===== src/sv/rsqc_pkg.sv =====
// ----------------------------------------------------------------------------
// rsqc_pkg
// Shared types and constants for the rotated sprite quad corner unit.
// ----------------------------------------------------------------------------
package rsqc_pkg;

   localparam int COORD_BITS    = 16;
   localparam int ANGLE_BITS    = 12;
   // quarter turn in angle steps; the sine table holds QUARTER+1 entries
   localparam int QUARTER       = 1 << (ANGLE_BITS - 2);
   localparam int ROM_ADDR_BITS = ANGLE_BITS - 1;
   // pi/2 in Q30
   localparam longint unsigned HALF_PI_Q30 = 64'd1686629713;

   typedef struct packed {
      logic signed [COORD_BITS-1:0] center_x;
      logic signed [COORD_BITS-1:0] center_y;
      logic        [COORD_BITS-1:0] width;
      logic        [COORD_BITS-1:0] height;
      logic        [ANGLE_BITS-1:0] rotation;
      logic                         fixed_orientation;
   } req_type;

   typedef struct packed {
      logic signed [COORD_BITS-1:0] corner0_x;
      logic signed [COORD_BITS-1:0] corner0_y;
      logic signed [COORD_BITS-1:0] corner1_x;
      logic signed [COORD_BITS-1:0] corner1_y;
      logic signed [COORD_BITS-1:0] corner2_x;
      logic signed [COORD_BITS-1:0] corner2_y;
      logic signed [COORD_BITS-1:0] corner3_x;
      logic signed [COORD_BITS-1:0] corner3_y;
   } rsp_type;

   // per-stage load enables of the pipeline
   typedef struct packed {
      logic rom;
      logic mult;
      logic offs;
      logic outp;
   } pipe_en_type;

endpackage


===== src/sv/rsqc_corner.sv =====
// ----------------------------------------------------------------------------
// rsqc_corner
// Combines the products into rounded corner offsets, adds the center and
// saturates all eight coordinates.
// ----------------------------------------------------------------------------
module rsqc_corner #(
   parameter int SINE_FRAC_BITS = 14
) (
   input  logic                                                   clock,
   input  rsqc_pkg::pipe_en_type                                  en,
   input  logic signed [SINE_FRAC_BITS+rsqc_pkg::COORD_BITS+2:0]  cw,
   input  logic signed [SINE_FRAC_BITS+rsqc_pkg::COORD_BITS+2:0]  sh,
   input  logic signed [SINE_FRAC_BITS+rsqc_pkg::COORD_BITS+2:0]  ch,
   input  logic signed [SINE_FRAC_BITS+rsqc_pkg::COORD_BITS+2:0]  sw,
   input  logic signed [rsqc_pkg::COORD_BITS-1:0]                 center_x,
   input  logic signed [rsqc_pkg::COORD_BITS-1:0]                 center_y,
   output rsqc_pkg::rsp_type                                      rsp_ff
);
   import rsqc_pkg::*;

   localparam int PW = SINE_FRAC_BITS + COORD_BITS + 3;
   localparam int SW = PW + 2;
   localparam int OW = SW - SINE_FRAC_BITS - 1;
   localparam int RW = OW + 1;
   localparam logic signed [SW-1:0] RND    = SW'(64'd1 << SINE_FRAC_BITS);
   localparam logic signed [RW-1:0] SAT_HI = RW'((64'd1 << (COORD_BITS - 1)) - 64'd1);
   localparam logic signed [RW-1:0] SAT_LO = -SAT_HI - RW'(1);

   function automatic logic signed [COORD_BITS-1:0] saturate(input logic signed [RW-1:0] v);
      logic signed [COORD_BITS-1:0] r;
      if (v > SAT_HI) begin
         r = SAT_HI[COORD_BITS-1:0];
      end else if (v < SAT_LO) begin
         r = SAT_LO[COORD_BITS-1:0];
      end else begin
         r = v[COORD_BITS-1:0];
      end
      return r;
   endfunction

   logic signed [SW-1:0]         cw_e;
   logic signed [SW-1:0]         sh_e;
   logic signed [SW-1:0]         ch_e;
   logic signed [SW-1:0]         sw_e;
   logic signed [SW-1:0]         sum_x [4];
   logic signed [SW-1:0]         sum_y [4];
   logic signed [OW-1:0]         off_x_ff [4];
   logic signed [OW-1:0]         off_y_ff [4];
   logic signed [COORD_BITS-1:0] cx_ff;
   logic signed [COORD_BITS-1:0] cy_ff;
   logic signed [RW-1:0]         pos_x [4];
   logic signed [RW-1:0]         pos_y [4];
   rsp_type                      rsp_in;

   assign cw_e = {{2{cw[PW-1]}}, cw};
   assign sh_e = {{2{sh[PW-1]}}, sh};
   assign ch_e = {{2{ch[PW-1]}}, ch};
   assign sw_e = {{2{sw[PW-1]}}, sw};

   // corner k: bit 0 negates the width offset, bit 1 the height offset
   always_comb begin
      for (int k = 0; k < 4; k++) begin
         sum_x[k] = (k[0] ? -cw_e : cw_e) + (k[1] ? -sh_e : sh_e) + RND;
         sum_y[k] = (k[1] ? -ch_e : ch_e) + (k[0] ? sw_e : -sw_e) + RND;
      end
   end

   // arithmetic shift gives the floor; the added half step makes ties go up
   always_ff @(posedge clock) begin
      if (en.offs) begin
         for (int k = 0; k < 4; k++) begin
            off_x_ff[k] <= sum_x[k][SW-1:SINE_FRAC_BITS+1];
            off_y_ff[k] <= sum_y[k][SW-1:SINE_FRAC_BITS+1];
         end
         cx_ff <= center_x;
         cy_ff <= center_y;
      end
   end

   always_comb begin
      for (int k = 0; k < 4; k++) begin
         pos_x[k] = {{(RW-COORD_BITS){cx_ff[COORD_BITS-1]}}, cx_ff}
                  + {off_x_ff[k][OW-1], off_x_ff[k]};
         pos_y[k] = {{(RW-COORD_BITS){cy_ff[COORD_BITS-1]}}, cy_ff}
                  + {off_y_ff[k][OW-1], off_y_ff[k]};
      end
      rsp_in.corner0_x = saturate(pos_x[0]);
      rsp_in.corner0_y = saturate(pos_y[0]);
      rsp_in.corner1_x = saturate(pos_x[1]);
      rsp_in.corner1_y = saturate(pos_y[1]);
      rsp_in.corner2_x = saturate(pos_x[2]);
      rsp_in.corner2_y = saturate(pos_y[2]);
      rsp_in.corner3_x = saturate(pos_x[3]);
      rsp_in.corner3_y = saturate(pos_y[3]);
   end

   always_ff @(posedge clock) begin
      if (en.outp) begin
         rsp_ff <= rsp_in;
      end
   end

endmodule


===== config.mk =====
export PLATFORM = sky130hd
export DESIGN_NAME = rsqc_corner
export DESIGN_NICKNAME = d
export VERILOG_FILES = /design/src/sv/rsqc_pkg.sv /design/src/sv/rsqc_corner.sv
export SDC_FILE = /design/constraint.sdc
export NUM_CORES = 1
export LEC_CHECK = 0
export ABC_AREA = 1
export CAP_MARGIN = 15
export CORE_ASPECT_RATIO = 1.2
export CORE_MARGIN = 3
export CORE_UTILIZATION = 39
export CTS_BUF_LIST = sky130_fd_sc_hd__clkbuf_16
export DETAILED_ROUTE_END_ITERATION = 16
export DONT_BUFFER_PORTS = 1
export PLACE_DENSITY = 0.61
export SLEW_MARGIN = 5
export SYNTH_ARGS = -nofsm -noshare
export SYNTH_HDL_FRONTEND = slang
export SYNTH_SLANG_ARGS = --single-unit
export TNS_END_PERCENT = 20

===== constraint.sdc =====
create_clock -name clock -period 4.79 [get_ports clock]
set_input_delay 0.2395 -clock clock [delete_from_list [all_inputs] [get_ports clock]]
set_output_delay 0.2395 -clock clock [all_outputs]
set_load 0.02 [all_outputs]

Word-level counts from Yosys, hierarchy flattened

Memories as Yosys holds them, arrays and structs flattened.
Index checks and enable logic that the tools add are counted.

Bits in writable memories: 160
Memories: 2
Latch bits: 0
Register bits: 160
Memory bits (read-only): 0
Input bits: 169

Magnitude comparators: 16
$add $sub $neg: 28
$mul: 0
Divide/modulo/power cells: 0
Bitwise gates (word level): 0
Shift-type cells: 0
Equality and inequality tests: 0
Reduce and logical (&&, ||, !) cells: 0
Multiplexer cells: 10

Memory list:

| name     | words | bits a word | read ports | clocked after Yosys merged registers in | wr ports | line              | RTL |
|---|---|---|---|---|---|---|---|
| off_x_ff | 4     | 20          | 4          | 0                                       | 4        | rsqc_corner.sv:47 | `logic signed [OW-1:0] off_x_ff [4];` |
| off_y_ff | 4     | 20          | 4          | 0                                       | 4        | rsqc_corner.sv:48 | `logic signed [OW-1:0] off_y_ff [4];` |

Operators with widths:

| kind                                                            | number |
|---|---|
| adder 35 x 16 -> 35 bit, second input constant                  | 6 |
| adder 16 x 20 -> 21 bit                                         | 8 |
| greater-than comparator 21 x 16 -> 1 bit, second input constant | 8 |
| < comparator 21 x 16 -> 1 bit, second input constant            | 8 |
| negation 33 -> 35 bit                                           | 4 |
| 2-to-1 mux 16 bit                                               | 8 |
| adder 33 x 35 -> 35 bit                                         | 2 |
| adder 34 x 16 -> 35 bit, second input constant                  | 2 |
| adder 35 x 33 -> 35 bit                                         | 2 |
| adder 35 bit                                                    | 2 |
| adder 33 x 33 -> 34 bit                                         | 2 |
| 2-to-1 mux 1 bit                                                | 2 |

Longest topological paths before layout

Gate-level depths: netlist (run 1).

Word-level depth: 3
Mapped depth: 25
Depth with buffers taken out: 25

Least setup slack after synthesis (run 1)

Ideal clock, no wire load.

Path type: in2reg
Start point: input port ch[0] (netlist bit)
End point: memory off_y_ff[3][6] (netlist bit) (data pin)
Library setup time: 259 ps
Data arrival time: 3145 ps
Stages on the path: 21
Setup slack: 1387 ps
Cell sequence: inv_1 -> ha_1 -> nand2_1 -> nor2_1 -> nand2_1 -> nor2_1 -> nand3_1 -> nor2_1 -> nand3_1 -> nor2_1 -> xor2_1 -> inv_1 -> ha_1 -> ha_1 -> nand2_1 -> nor2_1 -> inv_1 -> nor3_1 -> or3b_2 -> nand3_1 -> xor2_1

RTL lines:

| item        | line              | RTL |
|---|---|---|
| from (decl) | rsqc_corner.sv:13 | `input logic signed [SINE_FRAC_BITS+rsqc_pkg::COORD_BITS+2:0] ch,` |
| to (decl)   | rsqc_corner.sv:48 |  |

==> results of run 1 <==
-- power by group through the flow --
stage          sequential (µW)  clock (µW)  combinational, µW
6_report                  5270        3200               7970
5_1_grt                   5330        3380               9040
4_1_cts                   5300        3290               7950
3_5_place_dp              5350           0               7810
3_3_place_gp              5340           0               7790
2_1_floorplan             5000           0               5940
-- cells by family (layout without fill, tap and decap cells) --
logic type	count (synthesis)	count (layout)	share of synthesized area
AOI/OAI and AO/OA	884	884	0.118
DFF	320	320	0.227
and+or+nand+nor	3033	3033	0.299
other	0	7	0
xor gates and xnor gates	343	343	0.0718
buffers and inverters	853	950	0.0784
adders and majority gates	690	690	0.206
-- metrics by stage --
| step | cell area [µm²] | util | total power (µW) |
|---|---|---|---|
| floorplan | 42300 | - | 10900 |
| global placement | 43900 | 0.411 | 13100 |
| detailed placement | 43900 | 0.411 | 13200 |
| CTS | 45600 | 0.427 | 16500 |
| global route | 45600 | 0.427 | 17700 |
| finish | 45600 | 0.427 | 16400 |
-- registers in the layout, indices dropped and copies added (netlist names) --
name and flops:
cx_ff 16, cy_ff 16, off_x_ff 80, off_y_ff 80, rsp_ff 128
-- how the worst max path moves through the flow --
stage	from	end	slack [ns]	cells after the start
finish	ch[0]	off_y_ff[2][18]	1.06	20
global route	ch[0]	off_y_ff[2][18]	0.80	20
CTS	ch[0]	off_y_ff[2][18]	1.23	20
detailed placement	ch[0]	off_y_ff[2][18]	0.59	20
global placement	ch[0]	off_y_ff[2][18]	0.57	20
floorplan	ch[0]	off_y_ff[3][6]	1.39	21
-- synthesized netlist by cell type, types with 33 or more instances --
cell	number	area, µm²
ha_1	682	8530
nand2_1	1816	6820
a21o_1	50	375
edfxtp_1	320	9610
nor3_1	82	410
nand3_1	258	1290
nand4_1	96	601
nor2_1	627	2350
xor2_1	246	2150
a21oi_1	463	2320
o21ai_0	212	1060
o21bai_1	33	248
a31oi_1	51	319
xnor2_1	93	815
inv_1	830	3120
-- cell type report --
cell class              count  share of cell area
diodes                      7            0.000384
clock buffers              42              0.0230
clock inverters            32             0.00661
inverters                 837              0.0689
multi-input cells        4950               0.643
flip-flops and latches    320               0.211
well taps                1396              0.0383
repair buffers             39             0.00905
-- cells in the final DEF (no fill, tap or decap), types with 13 or more instances in the layout --
cell type | Yosys | layout
xnor2_1 | 93 | 93
nand3_1 | 258 | 258
nand3b_1 | 13 | 13
a21oi_1 | 463 | 463
nor3_1 | 82 | 82
nand2_2 | 30 | 30
dlygate4sd3_1 | 0 | 32
o21a_1 | 13 | 13
nor2_1 | 627 | 627
and2_1 | 13 | 13
clkbuf_16 | 0 | 42
nor4_1 | 27 | 27
edfxtp_1 | 320 | 320
a21o_1 | 50 | 50
nand4_1 | 96 | 96
inv_1 | 830 | 832
ha_1 | 682 | 682
xor2_1 | 246 | 246
o21ai_0 | 212 | 212
o21bai_1 | 33 | 33
a31oi_1 | 51 | 51
nand2_1 | 1816 | 1816
-- what timing repair did --
action | in CTS | in global routing
hold buffers | 34 | 0
gates resized for setup | 0 | 0
hold endpoints to repair | 352 | 0
setup endpoints to repair | 0 | 0
-- per-layer routing --
metal	part of all wire	up-vias	global-route usage
met5	0.0012	-	0
met4	0.058	24	0.134
met2	0.49	1177	0.506
met1	0.37	18307	0.284
met3	0.082	370	0.0877
li1	-	20509	-
-- worst max-delay path, delay by kind of cell --
family                   cells  cell delay, ns
buffers and inverters        1            0.05
adder cells (fa/ha/maj)      3            0.91
XOR/XNOR                     1            0.36
AO/OA/AOI/OAI                3            0.86
AND/OR/NAND/NOR             12            1.64
==> impl_metrics.csv, run 1 <==
group,metric,value,unit
clock_tree,post_cts_buffers,0,
yosys,syn-num-nets,6982,
floorplanning,io_pins,297,
sta,finalSetupTns,0,ns
yosys,synth_area,0.0423,mm²
finish,stdcell_count,7623,
global_route,grt_pass1_wl,236000,µm
sta,skew,0.0167,ns
placement,gp_congestion,1.03,
sta,slew_viol_final,0,
run,cap_violations,0,
routing,first_pass_iters,8,
min_path,hold_path.startpoint,"sh[32]",
routing,wirelength,159000,µm
setup_path,worst_ep_arrival_time,4.08,ns
sta,rsz0062_at_grt,"no",
sta,layout_min_cycle_time,3.73,ns
global_route,globalRouteTotalUtil,0.277,
yosys,yosys_most_used_dff,"edfxtp_1",
yosys,syn_avg_cell_area,6.90,µm²
power,p_sw_frac,0.469,
setup_path,crit_path_cell_trace,"inv_1, ha_1, nand2_1, nor2_1, nand2_1, nor2_1, nand3_1, nor2_1, nand2_1, nor4_1, xnor2_1, ha_1, ha_1, a21o_1, a21oi_1, nor2_1, a2111oi_0, nand2_1, nand2_1, nand2_1",
run_status,status,"complete, no violations",
global_route,antenna_found_initial,20,
power,internal_power,8720,µW
global_route,first_global_vias,39726,
setup_path,r2r_cells,12,
clock_tree,clock_latency,0.62,ns
clock_tree,numCtsBuffers,41,
routing,drc_errors,0,
yosys,synth_edf_count,320,
clock_tree,clkSinkCount,320,
routing,post_drt_wl_per_cell,20.8,µm
min_path,hold_path.class,"primary input to flop",
sta,hold_viol,0,
routing,first_iter_violations,2539,
sta,period_share,0.780,
routing,ant_nets,0,
setup_path,crit_type,"primary input to flop",
setup_path,cpMostUsedCell,"nand2_1",
finish,area_growth,7.94,%
global_route,grt_max_degree,193,
power,power.switching,7710,µW
setup_path,r2r-start,"cx_ff[0]",
finish,multiInputGateArea,0.0293,mm²
routing,viasPerCell,5.30,
floorplanning,die_x,307,µm
setup_path,r2r_end,"rsp_ff[80]",
placement,hpwl,138000,µm
power,pwr-share-clk,0.195,
yosys,yosysSeqAreaShare,0.227,
finish,drive_gt1_frac,0.0302,
finish,regArea,0.00961,mm²
sta,max_slew.worst_pin.slew,1.28,ns
yosys,ys_seq_elements,320,
min_path,hold_path_end,"off_x_ff[3][19]",
power,seqPwrFrac,0.321,
yosys,yosysWarnings,0,
placement,placed_cells,7508,
yosys,synthCells,6123,
floorplanning,die_y,367,µm
finish,nFillCells,11321,
clock_tree,clk_pin_slew_worst_paths,0.06,ns
global_route,grt_overflow_total,0,
floorplanning,row_count,131,
power,p_leak,0.0227,µW
placement,portBuffers,0,
setup_path,r2r_slack,1.25,ns
setup_path,slowest_stage,"a2111oi_0",
placement,post-place-ws,0.593,ns
power,ir_drop,211,µV
clock_tree,cts_root_buf,"clkbuf_16",
floorplanning,initial_core_util,0.395,
setup_path,required,5.14,ns
setup_path,max_stage_delay,0.47,ns
setup_path,end_kind,"flop",
finish,final_nets,7048,
sta,timing.final.ws_setup,1.06,ns
power,comb_power_share,0.485,
routing,vias,40387,
setup_path,cp-start-kind,"primary input",
min_path,whs_path_depth,6,
clock_tree,htree_levels,2,
clock_tree,cts_tree,"yes",
setup_path,critical_path.max_fanout,5,
sta,hold_ws,0.123,ns
floorplanning,coreArea,0.107,mm²
power,p_per_area,360,mW/mm²
sta,setup_viol,0,
yosys,synthDistinctLibCells,62,
floorplanning,dieArea,0.112,mm²
sta,slew_headroom,0.147,
yosys,ys_async_sr_fraction,0,
sta,clock.fmax,268,MHz
clock_tree,clockBufferDepth,3,
Note: power is estimated with default switching activity, not from simulation.
==> run 2: changes to the inputs <==
- PLACE_DENSITY: 0.61 -> 0.63
- clock period: 4.79 -> 3 ns (I/O delays scaled with it)
==> run 2 against run 1 <==
The run now ends with negative hold slack left. Cell count grew 11%. Via count grew 9.2%. Total power grew 75%.
==> impl_metrics.csv, run 2 (same netlist as run 1, synthesis figures left out) <==
group,metric,value,unit
run_status,status,"finished with violations",
run_status,failed_checks,"negative hold slack",
sta,hold_viol,178,
global_route,first_global_vias,44018,
floorplanning,die_x,307,µm
floorplanning,row_count,131,
sta,skew,0.0435,ns
setup_path,r2r-start,"cy_ff[3]",
clock_tree,numCtsBuffers,40,
clock_tree,clkSinkCount,320,
routing,vias,44095,
global_route,use_met2,0.540,
finish,area_growth,27.7,%
routing,wirelength,173000,µm
setup_path,end_kind,"flop",
floorplanning,initial_core_util,0.395,
setup_path,cp-start-kind,"primary input",
global_route,globalRouteTotalUtil,0.300,
finish,final_area,0.0540,mm²
routing,post_drt_wl_per_cell,20.5,µm
routing,ant_nets,0,
clock_tree,cts_tree,"yes",
placement,portBuffers,0,
clock_tree,hold_buffers,33,
clock_tree,clockBufferDepth,3,
floorplanning,coreArea,0.107,mm²
finish,mostFrequentLayoutCells,"nand2_1 (1771), inv_1 (810), buf_4 (809)",
sta,slew_headroom,0.584,
global_route,antenna_found_initial,13,
clock_tree,cts_root_buf,"clkbuf_16",
power,ir_drop,529,µV
clock_tree,clk_pin_slew_worst_paths,0.06,ns
placement,hpwl,149000,µm
finish,reg.largest.list,"rsp_ff (128), off_x_ff (80), off_y_ff (80)",
min_path,hold_path.class,"primary input to flop",
power,p_per_area,534,mW/mm²
sta,max_slew.worst_pin.slew,0.624,ns
finish,largest_reg_flops,128,
placement,placed_cell_area,0.0509,mm²
floorplanning,dieArea,0.112,mm²
placement,gp_congestion,1.03,
global_route,met3_usage,0.0763,
setup_path,required,3.37,ns
routing,viasPerCell,5.22,
power,p_leak,0.0271,µW
clock_tree,clock_latency,0.63,ns
sta,hold_ws,-0.355,ns
finish,drive_gt1_frac,0.187,
finish,top_register,"rsp_ff",
sta,rsz0062_at_grt,"yes",
finish,final_common_cell,"nand2_1",
sta,setup_viol,0,
global_route,busiest_layer,"met2",
min_path,hold_path.startpoint,"en[1]",
routing,first_iter_violations,2616,
sta,clock.fmax,347,MHz
routing,first_pass_iters,5,
floorplanning,io_pins,297,
sta,period_share,0.960,
finish,final_nets,7868,
global_route,grt_pass1_wl,257000,µm
setup_path,worst_ep_arrival_time,3.25,ns
global_route,grt_overflow_total,0,
global_route,grt_max_degree,193,
setup_path,crit_type,"primary input to flop",
sta,layout_min_cycle_time,2.88,ns
placement,post-place-ws,-0.671,ns
sta,finalSetupTns,0,ns
setup_path,critical_path.max_fanout,5,
floorplanning,die_y,367,µm
clock_tree,htree_levels,2,
setup_path,worstSetupStartpoint,"sh[2]",
run,cap_violations,0,
sta,timing.final.ws_setup,0.121,ns
routing,drc_errors,0,
power,p_total,28800,µW
global_route,use_met1,0.313,
sta,slew_viol_final,0,
## run 2: path summary, 6_finish.rpt
path	cells after the start	slack [ns]	end
max	20	0.12	off_x_ff[3][19]
min	0	-0.35	cx_ff[15]
min reg2reg	3	0.64	rsp_ff[96]
max reg2reg	11	0.15	rsp_ff[41]
## run 2: repair_timing
action | CTS | global route
gates resized for setup | 2 | 277
endpoints found under the setup margin | 2 | 195
buffers inserted | 0 | 11
pin swaps | 1 | 67
endpoints found under the hold margin | 353 | 320
## run 2: report_power, final
group | internal, µW | switching, µW
clock network | 2990 | 2180
registers | 6740 | 1610
logic | 6060 | 9230
total | 15800 | 13000
## run 2: worst max-delay path, cell delays in order
cell	delay, ns
nor3_4	0.22
nand3b_4	0.13
buf_4	0.16
nor2_4	0.09
nand2_2	0.10
nor2_4	0.13
nand2_4	0.09
nor3_4	0.30
nand3_2	0.16
xor2_4	0.19
ha_1	0.35
ha_4	0.28
a21oi_2	0.14
nor2_1	0.07
a211oi_2	0.15
o21ai_1	0.11
a21oi_1	0.16
nand3_2	0.10
nand3_1	0.10
nand2_1	0.07
## run 2: stage by stage
step / instances / util
after global routing: 8440 / 0.505
after floorplan: 6123 / -
after global placement: 8319 / 0.477
final: 8444 / 0.505
after detailed placement: 8319 / 0.477
after CTS: 8425 / 0.493
## run 2: area by class of cell
class                   count  area (µm²)
repair buffers            860        6760
diodes                      8        20.0
flip-flops and latches    320        9610
multi-input cells        4950       31300
clock buffers              42        1050
inverters                 837        3170
clock inverters            31         314
fillers                 10784       52900
well taps                1396        1750
## run 2: routing by layer
layer	vias up	wire length, µm
li1	22154	-
met1	20070	63600
met2	1373	84100
met3	482	12700
met4	16	12700
met5	-	149
